<file path="config.mk">
export PLATFORM = sky130hd
export DESIGN_NAME = stream_search_and_replace_top
export DESIGN_NICKNAME = d
export VERILOG_FILES = /design/src/hdl/ssr_pkg.sv /design/src/hdl/ssr_cell.sv /design/src/hdl/ssr_out_buf.sv /design/src/hdl/stream_search_and_replace_top.sv
export SDC_FILE = /design/constraint.sdc
export NUM_CORES = 1
export LEC_CHECK = 0
export BUFFER_PORTS_ARGS = -buffer_cell sky130_fd_sc_hd__buf_4
export CELL_PAD_IN_SITES_DETAIL_PLACEMENT = 0
export CELL_PAD_IN_SITES_GLOBAL_PLACEMENT = 1
export CORE_ASPECT_RATIO = 1.2
export CORE_MARGIN = 2
export CORE_UTILIZATION = 40
export CTS_CLUSTER_DIAMETER = 50
export DETAILED_ROUTE_END_ITERATION = 10
export PLACE_DENSITY = 0.7
export REMOVE_ABC_BUFFERS = 1
export SLEW_MARGIN = 10
export SYNTH_ARGS = -nofsm -noshare
export SYNTH_HDL_FRONTEND = slang
export SYNTH_SLANG_ARGS = --single-unit
</file>
<file path="constraint.sdc">
create_clock -name clk -period 4.4 [get_ports clk]
set_input_delay 0 -clock clk [delete_from_list [all_inputs] [get_ports clk]]
set_output_delay 0 -clock clk [all_outputs]
set_load 0.05 [all_outputs]
</file>
<file path="src/hdl/ssr_pkg.sv">
// Shared types, constants and the case-folding helper for the search and replace block.
// No dependencies; used by every other file in hdl/.
package ssr_pkg;

  localparam int CNT_W = 4;   // results per request, 0..8
  localparam int TOT_W = 16;  // saturating replacement count

  typedef enum logic [2:0] {
    REG_PATTERN_BYTES      = 3'd0,
    REG_PATTERN_LENGTH     = 3'd1,
    REG_REPLACEMENT_BYTES  = 3'd2,
    REG_REPLACEMENT_LENGTH = 3'd3,
    REG_EXACT_CASE         = 3'd4
  } cfg_reg_t;

  // Control handed to each window cell.
  typedef struct packed {
    logic en;     // a request is taken this cycle
    logic load;   // new byte lands in this cell
    logic shift;  // take the right-hand neighbour's byte
    logic fold;   // compare with letters folded to upper case
  } ssr_cell_ctrl_t;

  // Description of one request's results, loaded into the output buffer.
  typedef struct packed {
    logic [CNT_W-1:0] count;
    logic             marker;  // empty end-of-text result
    logic             eot;
    logic [TOT_W-1:0] total;
  } ssr_step_t;

  function automatic logic [7:0] fold_upper(input logic [7:0] c, input logic fold_en);
    logic [7:0] r;
    r = c;
    if (fold_en && c >= 8'h61 && c <= 8'h7a) begin
      r = c - 8'h20;
    end
    return r;
  endfunction

endpackage

</file>
<file path="src/hdl/ssr_cell.sv">
// One lookahead window cell: holds a byte, compares it with its pattern byte.
// Depends on ssr_pkg.
module ssr_cell
  import ssr_pkg::*;
(
  input  logic           clk,
  input  ssr_cell_ctrl_t ctrl,
  input  logic [7:0]     new_byte,
  input  logic [7:0]     right_view,
  input  logic [7:0]     pat_byte,
  output logic [7:0]     view,
  output logic           match
);

  logic [7:0] stored;

  // view is the window content after this request's byte is inserted
  assign view  = ctrl.load ? new_byte : stored;
  assign match = (fold_upper(view, ctrl.fold) == fold_upper(pat_byte, ctrl.fold));

  always_ff @(posedge clk) begin
    if (ctrl.en) begin
      stored <= ctrl.shift ? right_view : view;
    end
  end

endmodule

</file>
<file path="src/hdl/ssr_out_buf.sv">
// Output lane buffer: takes all results of one request, drains one per cycle while result_stall is low.
// Depends on ssr_pkg.
module ssr_out_buf
  import ssr_pkg::*;
#(
  parameter int NL = 8
) (
  input  logic             clk,
  input  logic             rst,
  input  logic             load,
  input  ssr_step_t        step,
  input  logic [7:0]       lane_in [NL],
  output logic [CNT_W-1:0] count,
  output logic             result_valid,
  input  logic             result_stall,
  output logic [7:0]       out_byte,
  output logic             byte_valid,
  output logic             last_of_step,
  output logic             end_of_output,
  output logic [TOT_W-1:0] match_total
);

  logic [7:0]       lanes [NL];
  logic             marker;
  logic             eot;
  logic [TOT_W-1:0] total;
  logic             pop;

  assign pop = (count != '0) && !result_stall;

  always_ff @(posedge clk) begin
    if (rst) begin
      count <= '0;
    end else if (load) begin
      count <= step.count;
    end else if (pop) begin
      count <= count - CNT_W'(1);
    end
  end

  always_ff @(posedge clk) begin
    if (load) begin
      lanes  <= lane_in;
      marker <= step.marker;
      eot    <= step.eot;
      total  <= step.total;
    end else if (pop) begin
      for (int k = 0; k < NL - 1; k++) begin
        lanes[k] <= lanes[k + 1];
      end
      lanes[NL - 1] <= 8'h00;
    end
  end

  assign result_valid  = (count != '0);
  assign out_byte      = marker ? 8'h00 : lanes[0];
  assign byte_valid    = !marker;
  assign last_of_step  = (count == CNT_W'(1));
  assign end_of_output = (count == CNT_W'(1)) && eot;
  assign match_total   = total;

endmodule

</file>
<file path="src/hdl/stream_search_and_replace_top.sv">
// Streaming search and replace, top level.
// Timing: results are registered; the first result of a request appears in the cycle after it is taken.
// Throughput: one request a cycle while each gives at most one result and result_stall is low; a
//   request giving several results holds the input side until its lanes drain to the last one.
// Reset: synchronous, active high; registers that have reset values return to them at once,
//   no clearing pass.
module stream_search_and_replace_top
  import ssr_pkg::*;
#(
  parameter int MAX_PATTERN     = 8,
  parameter int MAX_REPLACEMENT = 8
) (
  input  logic        clk,
  input  logic        rst,
  // text requests
  input  logic        text_valid,
  output logic        text_stall,
  input  logic [7:0]  text_byte,
  input  logic        end_of_input,
  // result requests
  output logic        result_valid,
  input  logic        result_stall,
  output logic [7:0]  out_byte,
  output logic        byte_valid,
  output logic        last_of_step,
  output logic        end_of_output,
  output logic [15:0] match_total,
  // configuration writes
  input  logic        cfg_valid,
  output logic        cfg_ready,
  input  logic [2:0]  cfg_index,
  input  logic [63:0] cfg_data
);

  localparam int NL = (MAX_PATTERN > MAX_REPLACEMENT) ? MAX_PATTERN : MAX_REPLACEMENT;
  localparam int FW = $clog2(MAX_PATTERN + 1);

  // ---------------------------------------------------------------- config registers
  logic [63:0] pattern_bytes;
  logic [3:0]  pattern_length;
  logic [63:0] replacement_bytes;
  logic [3:0]  replacement_length;
  logic        exact_case;
  logic        cfg_fire;

  assign cfg_ready = 1'b1;
  assign cfg_fire  = cfg_valid && cfg_ready;

  always_ff @(posedge clk) begin
    if (rst) begin
      pattern_bytes      <= '0;
      pattern_length     <= 4'd1;
      replacement_bytes  <= '0;
      replacement_length <= '0;
      exact_case         <= 1'b1;
    end else if (cfg_fire) begin
      case (cfg_index)
        REG_PATTERN_BYTES:      pattern_bytes      <= cfg_data;
        REG_PATTERN_LENGTH:     pattern_length     <= cfg_data[3:0];
        REG_REPLACEMENT_BYTES:  replacement_bytes  <= cfg_data;
        REG_REPLACEMENT_LENGTH: replacement_length <= cfg_data[3:0];
        REG_EXACT_CASE:         exact_case         <= cfg_data[0];
        default: ; // indexes past the list are ignored
      endcase
    end
  end

  // Effective lengths: zero pattern acts as one, both clamp to MAX_PATTERN and MAX_REPLACEMENT.
  logic [3:0]       pat_len4;
  logic [FW-1:0]    len;
  logic [CNT_W-1:0] rep_len;

  assign pat_len4 = (pattern_length == 4'd0) ? 4'd1 :
                    (pattern_length > 4'(MAX_PATTERN)) ? 4'(MAX_PATTERN) : pattern_length;
  assign len      = FW'(pat_len4);
  assign rep_len  = (replacement_length > 4'(MAX_REPLACEMENT)) ?
                    CNT_W'(MAX_REPLACEMENT) : CNT_W'(replacement_length);

  // ---------------------------------------------------------------- window control
  logic          text_fire;
  logic [FW-1:0] fill;
  logic [FW-1:0] fill_ins;   // fill after this request's byte is inserted
  logic          has_room;
  logic          full;
  logic          hit_all;
  logic          hit;
  logic [CNT_W-1:0] buf_count;

  assign text_fire = text_valid && !text_stall;
  assign has_room  = (fill < len);
  assign fill_ins  = has_room ? fill + FW'(1) : fill;
  assign full      = (fill_ins >= len);

  // Take a request only if the lanes will be empty by the next edge.
  assign text_stall = (buf_count > CNT_W'(1)) || ((buf_count == CNT_W'(1)) && result_stall);

  // ---------------------------------------------------------------- cell row
  // view_chain[i] is cell i's byte after insertion; the far end feeds zero.
  logic [7:0] view_chain [MAX_PATTERN + 1];
  logic       match [MAX_PATTERN];

  assign view_chain[MAX_PATTERN] = 8'h00;

  for (genvar i = 0; i < MAX_PATTERN; i++) begin : g_cell
    ssr_cell_ctrl_t ctrl;
    assign ctrl.en    = text_fire;
    assign ctrl.load  = has_room && (fill == FW'(i));
    assign ctrl.shift = full && !hit;   // oldest byte leaves, rest move one place down
    assign ctrl.fold  = !exact_case;

    ssr_cell u_cell (
      .clk        (clk),
      .ctrl       (ctrl),
      .new_byte   (text_byte),
      .right_view (view_chain[i + 1]),
      .pat_byte   (pattern_bytes[8*i +: 8]),
      .view       (view_chain[i]),
      .match      (match[i])
    );
  end

  // only cells below the pattern length take part
  always_comb begin
    hit_all = 1'b1;
    for (int i = 0; i < MAX_PATTERN; i++) begin
      if ((FW'(i) < len) && !match[i]) begin
        hit_all = 1'b0;
      end
    end
  end

  assign hit = full && hit_all;

  always_ff @(posedge clk) begin
    if (rst) begin
      fill <= '0;
    end else if (cfg_fire && (cfg_index == REG_PATTERN_LENGTH)) begin
      fill <= '0;   // new length drops the held bytes
    end else if (text_fire) begin
      if (hit || end_of_input) begin
        fill <= '0;
      end else if (full) begin
        fill <= fill_ins - FW'(1);
      end else begin
        fill <= fill_ins;
      end
    end
  end

  // ---------------------------------------------------------------- step results
  // On a hit the lanes carry the replacement; otherwise the window in order, of
  // which the oldest byte alone goes out mid-text once full and all of it at end of text.
  logic [7:0]       step_byte [NL];
  logic [CNT_W-1:0] step_n;
  logic [TOT_W-1:0] match_counter;
  logic [TOT_W-1:0] count_step;
  ssr_step_t        step;

  for (genvar k = 0; k < NL; k++) begin : g_lane
    logic [7:0] win_byte;
    if (k < MAX_PATTERN) begin : g_win
      assign win_byte = view_chain[k];
    end else begin : g_pad
      assign win_byte = 8'h00;
    end
    assign step_byte[k] = hit ? replacement_bytes[8*k +: 8] : win_byte;
  end

  always_comb begin
    if (hit) begin
      step_n = rep_len;
    end else if (end_of_input) begin
      step_n = CNT_W'(fill_ins);
    end else if (full) begin
      step_n = CNT_W'(1);
    end else begin
      step_n = '0;
    end
  end

  assign count_step = (hit && (match_counter != {TOT_W{1'b1}})) ?
                      match_counter + TOT_W'(1) : match_counter;

  assign step.marker = end_of_input && (step_n == '0);
  assign step.count  = step.marker ? CNT_W'(1) : step_n;
  assign step.eot    = end_of_input;
  assign step.total  = count_step;

  always_ff @(posedge clk) begin
    if (rst) begin
      match_counter <= '0;
    end else if (text_fire) begin
      match_counter <= end_of_input ? '0 : count_step;
    end
  end

  // ---------------------------------------------------------------- output lanes
  ssr_out_buf #(
    .NL (NL)
  ) u_out_buf (
    .clk           (clk),
    .rst           (rst),
    .load          (text_fire),
    .step          (step),
    .lane_in       (step_byte),
    .count         (buf_count),
    .result_valid  (result_valid),
    .result_stall  (result_stall),
    .out_byte      (out_byte),
    .byte_valid    (byte_valid),
    .last_of_step  (last_of_step),
    .end_of_output (end_of_output),
    .match_total   (match_total)
  );

  // ---------------------------------------------------------------- assertions
  a_lanes_bound: assert property (@(posedge clk) disable iff (rst)
    buf_count <= CNT_W'(NL))
    else $error("output lane count above lane depth");

  a_eot_empties: assert property (@(posedge clk) disable iff (rst)
    text_fire && end_of_input |=> fill == '0)
    else $error("window not empty after end of text");

  a_marker_last: assert property (@(posedge clk) disable iff (rst)
    result_valid && !byte_valid |-> end_of_output && last_of_step)
    else $error("empty marker away from end of text");

endmodule
</file>
==> flow_summary_export.csv <==
group,metric,value,unit
worst_setup_path,worst_setup_path_start_kind,"flip-flop",
sta,maxSlewHeadroom,0.292,
finish,finalNetCount,2435,
die,num_rows,83,
grt,grt_antenna_before_repair,0,
sta,setup_viol,68,
drt,vias,16400,
clock_network,cts.clk_slew.worst_paths,0.06,ns
die,ioPinCount,111,
drt,ant_nets,0,
clock_network,clk_latency,0.55,ns
clock_network,cts_tree,"yes",
drt,first_pass_iters,5,
synth,synth_area,0.0173,sq mm
clock_network,root_buffer,"clkbuf_16",
synth,yosysWarnings,0,
worst_setup_path,critical_path_buf_inv_count,6,
finish,drive_gt1_frac,0.219,
worst_setup_path,crit_chain,"buf_6, o21ba_4, buf_4, o41ai_4, buf_12, nand2_2, mux2i_2, ha_2, inv_1, o2bb2ai_1, nand4_1, a2111oi_4, nor3b_4, or4b_4, buf_12, buf_16, mux2i_2, o21ai_1",
clock_network,cts.sinks,307,
run_status,status,"finished, violations left",
sta,drv_slew,0,
job,drv_cap,0,
sta,holdWs,0.112,ns
synth,synth_edf_count,146,
clock_network,cts_buffer_depth,3,
synth,async_reset_ff_frac,0,
sta,hold_violations,0,
grt,overflow,0,
die,dieHeight,232,microns
synth,synth_top_area_share,0.254,
worst_setup_path,worst-r2r-setup-slack,-0.12,ns
worst_setup_path,worstPathArrival,4.79,ns
grt,grt_pass1_wl,90500,microns
synth,synthFlopType,"dfxtp_1",
sta,setup_slack,-0.124,ns
sta,worstMarginPinSlew,1.03,ns
grt,groute.usage.overall,0.258,
drt,drtIter0Drc,1049,
synth,yosys-top-cells-area,"edfxtp_1, dfxtp_1, nand2_1",
synth,ys_types,86,
worst_setup_path,critPathTopFamily,"compound AO/OA/AOI/OAI gates",
worst_setup_path,crit_slowest_cell,"or4b_4",
run_status,failed_checks,"setup timing",
place,port_buffers,109,
drt,route.detailed.drc,0,
pwr,irDropWorstVdd,0.732,mV
synth,netlist_instances,2003,
drt,wire_per_inst,21.0,microns
pwr,power.density,581,mW/mm^2
finish,area_delta_synth_final,33.2,%
place,dp_hpwl,39600,microns
place,pre_cts_ws,-0.340,ns
synth,avgSynthCellArea,8.63,sq um
finish,multiInputGateArea,0.00936,sq mm
drt,viasPerCell,5.62,
synth,ys_seq_elements,307,
clock_network,numCtsBuffers,42,
min_path,hp-class,"in -> reg",
finish,regArea,0.00761,sq mm
pwr,finalPower,13.4,mW
worst_setup_path,crit_type,"reg -> reg",
sta,fmax,221,MHz
worst_setup_path,end_kind,"flip-flop",
die,core_area,0.0427,sq mm
place,gp_congestion,0.887,
sta,finalCritPeriodShare,1.03,
worst_setup_path,max_stage_delay,0.55,ns
grt,grt_max_degree,129,
sta,grt_setup_unrepaired,"yes",
worst_setup_path,cp_max_fo,8,
drt,drt-total-wl,61100,microns
clock_network,htreeDepth,2,
die,initial_utilization,0.405,
die,die_area,0.0449,sq mm
finish,diodes,0,
synth,seq_area_frac_synth,0.440,
worst_setup_path,cp.required,4.66,ns
finish,n_fill_cell,3925,
synth,synth_area_leader_cell,"edfxtp_1",
sta,post-route-min-period,4.52,ns
sta,fin_skew,0.0184,ns
die,die_x,194,microns
pwr,p_leak,9.39,nW
grt,grt_pass1_vias,15600,
[per-stage QoR]
stage	util	instance area [sq um]	TNS [ns]	instances
after floorplan	-	16800	-738.01	1881
after global placement	0.460	19600	-15.37	2698
after detailed placement	0.460	19600	-29.85	2698
after CTS	0.523	22300	-0.171	2885
after global routing	0.540	23000	-20.51	2908
final	0.540	23000	-5.40	2908
[cell usage in the layout (no fill, tap or decap), types with 39 or more instances in the layout]
cell type / count
inv_1: 111
a21oi_1: 223
nor2_1: 66
nor3_1: 74
dlygate4sd3_1: 72
mux2i_1: 103
clkbuf_16: 52
nand3_1: 39
buf_4: 284
edfxtp_1: 146
nand2_1: 378
dfxtp_1: 158
xnor2_1: 44
o21ai_0: 60
[routing by layer]
layer	GRT usage	routed length, microns	vias to the layer above
met1	0.325	25800	7924
met3	0.0333	3190	152
met4	0.0906	2270	0
met2	0.456	29800	481
li1	-	-	7793
met5	0	0	-
[report_power, final]
group	switching [mW]	internal, mW	total, mW
combinational	3.32	2.20	5.52
sequential	0.402	4.11	4.51
clock	1.33	2.02	3.35
[what timing repair did]
action                     CTS  global route
gates resized for setup     63           116
pin swaps                   18            33
hold buffers                72             0
setup endpoints to repair  163           169
gates cloned                 6             8
buffers inserted            31            17
hold endpoints to repair   159             0
[state kept, by name, indices dropped and copies added, names as in the netlist, 4 cells and up]
signal and count:
fill 4, g_cell.u_cell.stored 64, pattern_length 4, u_out_buf.lanes 64, u_out_buf.count 4, pattern_bytes 64, replacement_bytes 64, match_counter 16
replacement_length 4, u_out_buf.match_total 16
[area by class of cell]
type                            instances  area share
Tap cell                              552      0.0300
Timing Repair Buffer                  397       0.155
Clock inverter                         15     0.00576
Clock buffer                           63      0.0536
Inverter                              113      0.0186
Sequential cell                       307       0.330
Multi-Input combinational cell       1461       0.406
[final timing paths]
kind / start / endpoint / depth (start not counted)
setup reg to reg: pattern_length[1] / u_out_buf.lanes[37] / 18
hold / removal: cfg_index[2] / pattern_length[0] / 6
setup / recovery: pattern_length[1] / u_out_buf.lanes[37] / 18
hold reg to reg: replacement_bytes[52] / replacement_bytes[52] / 2
[cells by family (layout without fill, tap and decap cells)]
group,count (synthesis),after routing,synth area share
buffers and inverters,235,588,0.0538
other,1,1,0.000217
muxes,125,125,0.0732
AOI/OAI and AO/OA,473,473,0.165
xor gates and xnor gates,73,73,0.0402
DFF,307,307,0.440
adders and majority gates,32,32,0.0232
and+or+nand+nor,757,757,0.204
[synthesized netlist by cell type (8+ instances only)]
master	n
a311oi_1	8
a21oi_1	231
buf_1	12
buf_2	17
or4_1	9
edfxtp_1	146
xor2_1	25
mux2i_1	114
dfxtp_1	161
mux2_2	11
xnor2_1	44
a211oi_1	14
nor2b_1	16
nand3_1	45
ha_1	32
a21o_1	17
o21ai_0	86
and3_1	29
and2_1	12
nor4_1	13
nand2_1	387
o211ai_1	9
inv_1	112
a31oi_1	20
or3_1	22
clkbuf_1	88
nor2_1	74
nand4_1	28
nor3_1	82
[worst reg2reg max path, delay by kind of cell (launching register included)]
family                   cells  cell delay [ns]
adder cells (fa/ha/maj)      1             0.23
AO/OA/AOI/OAI                5             1.19
AND/OR/NAND/NOR              4             1.20
multiplexers                 2             0.43
buffers and inverters        6             0.83
flip-flops                   1             0.36
(Power assumes the default switching activity.)
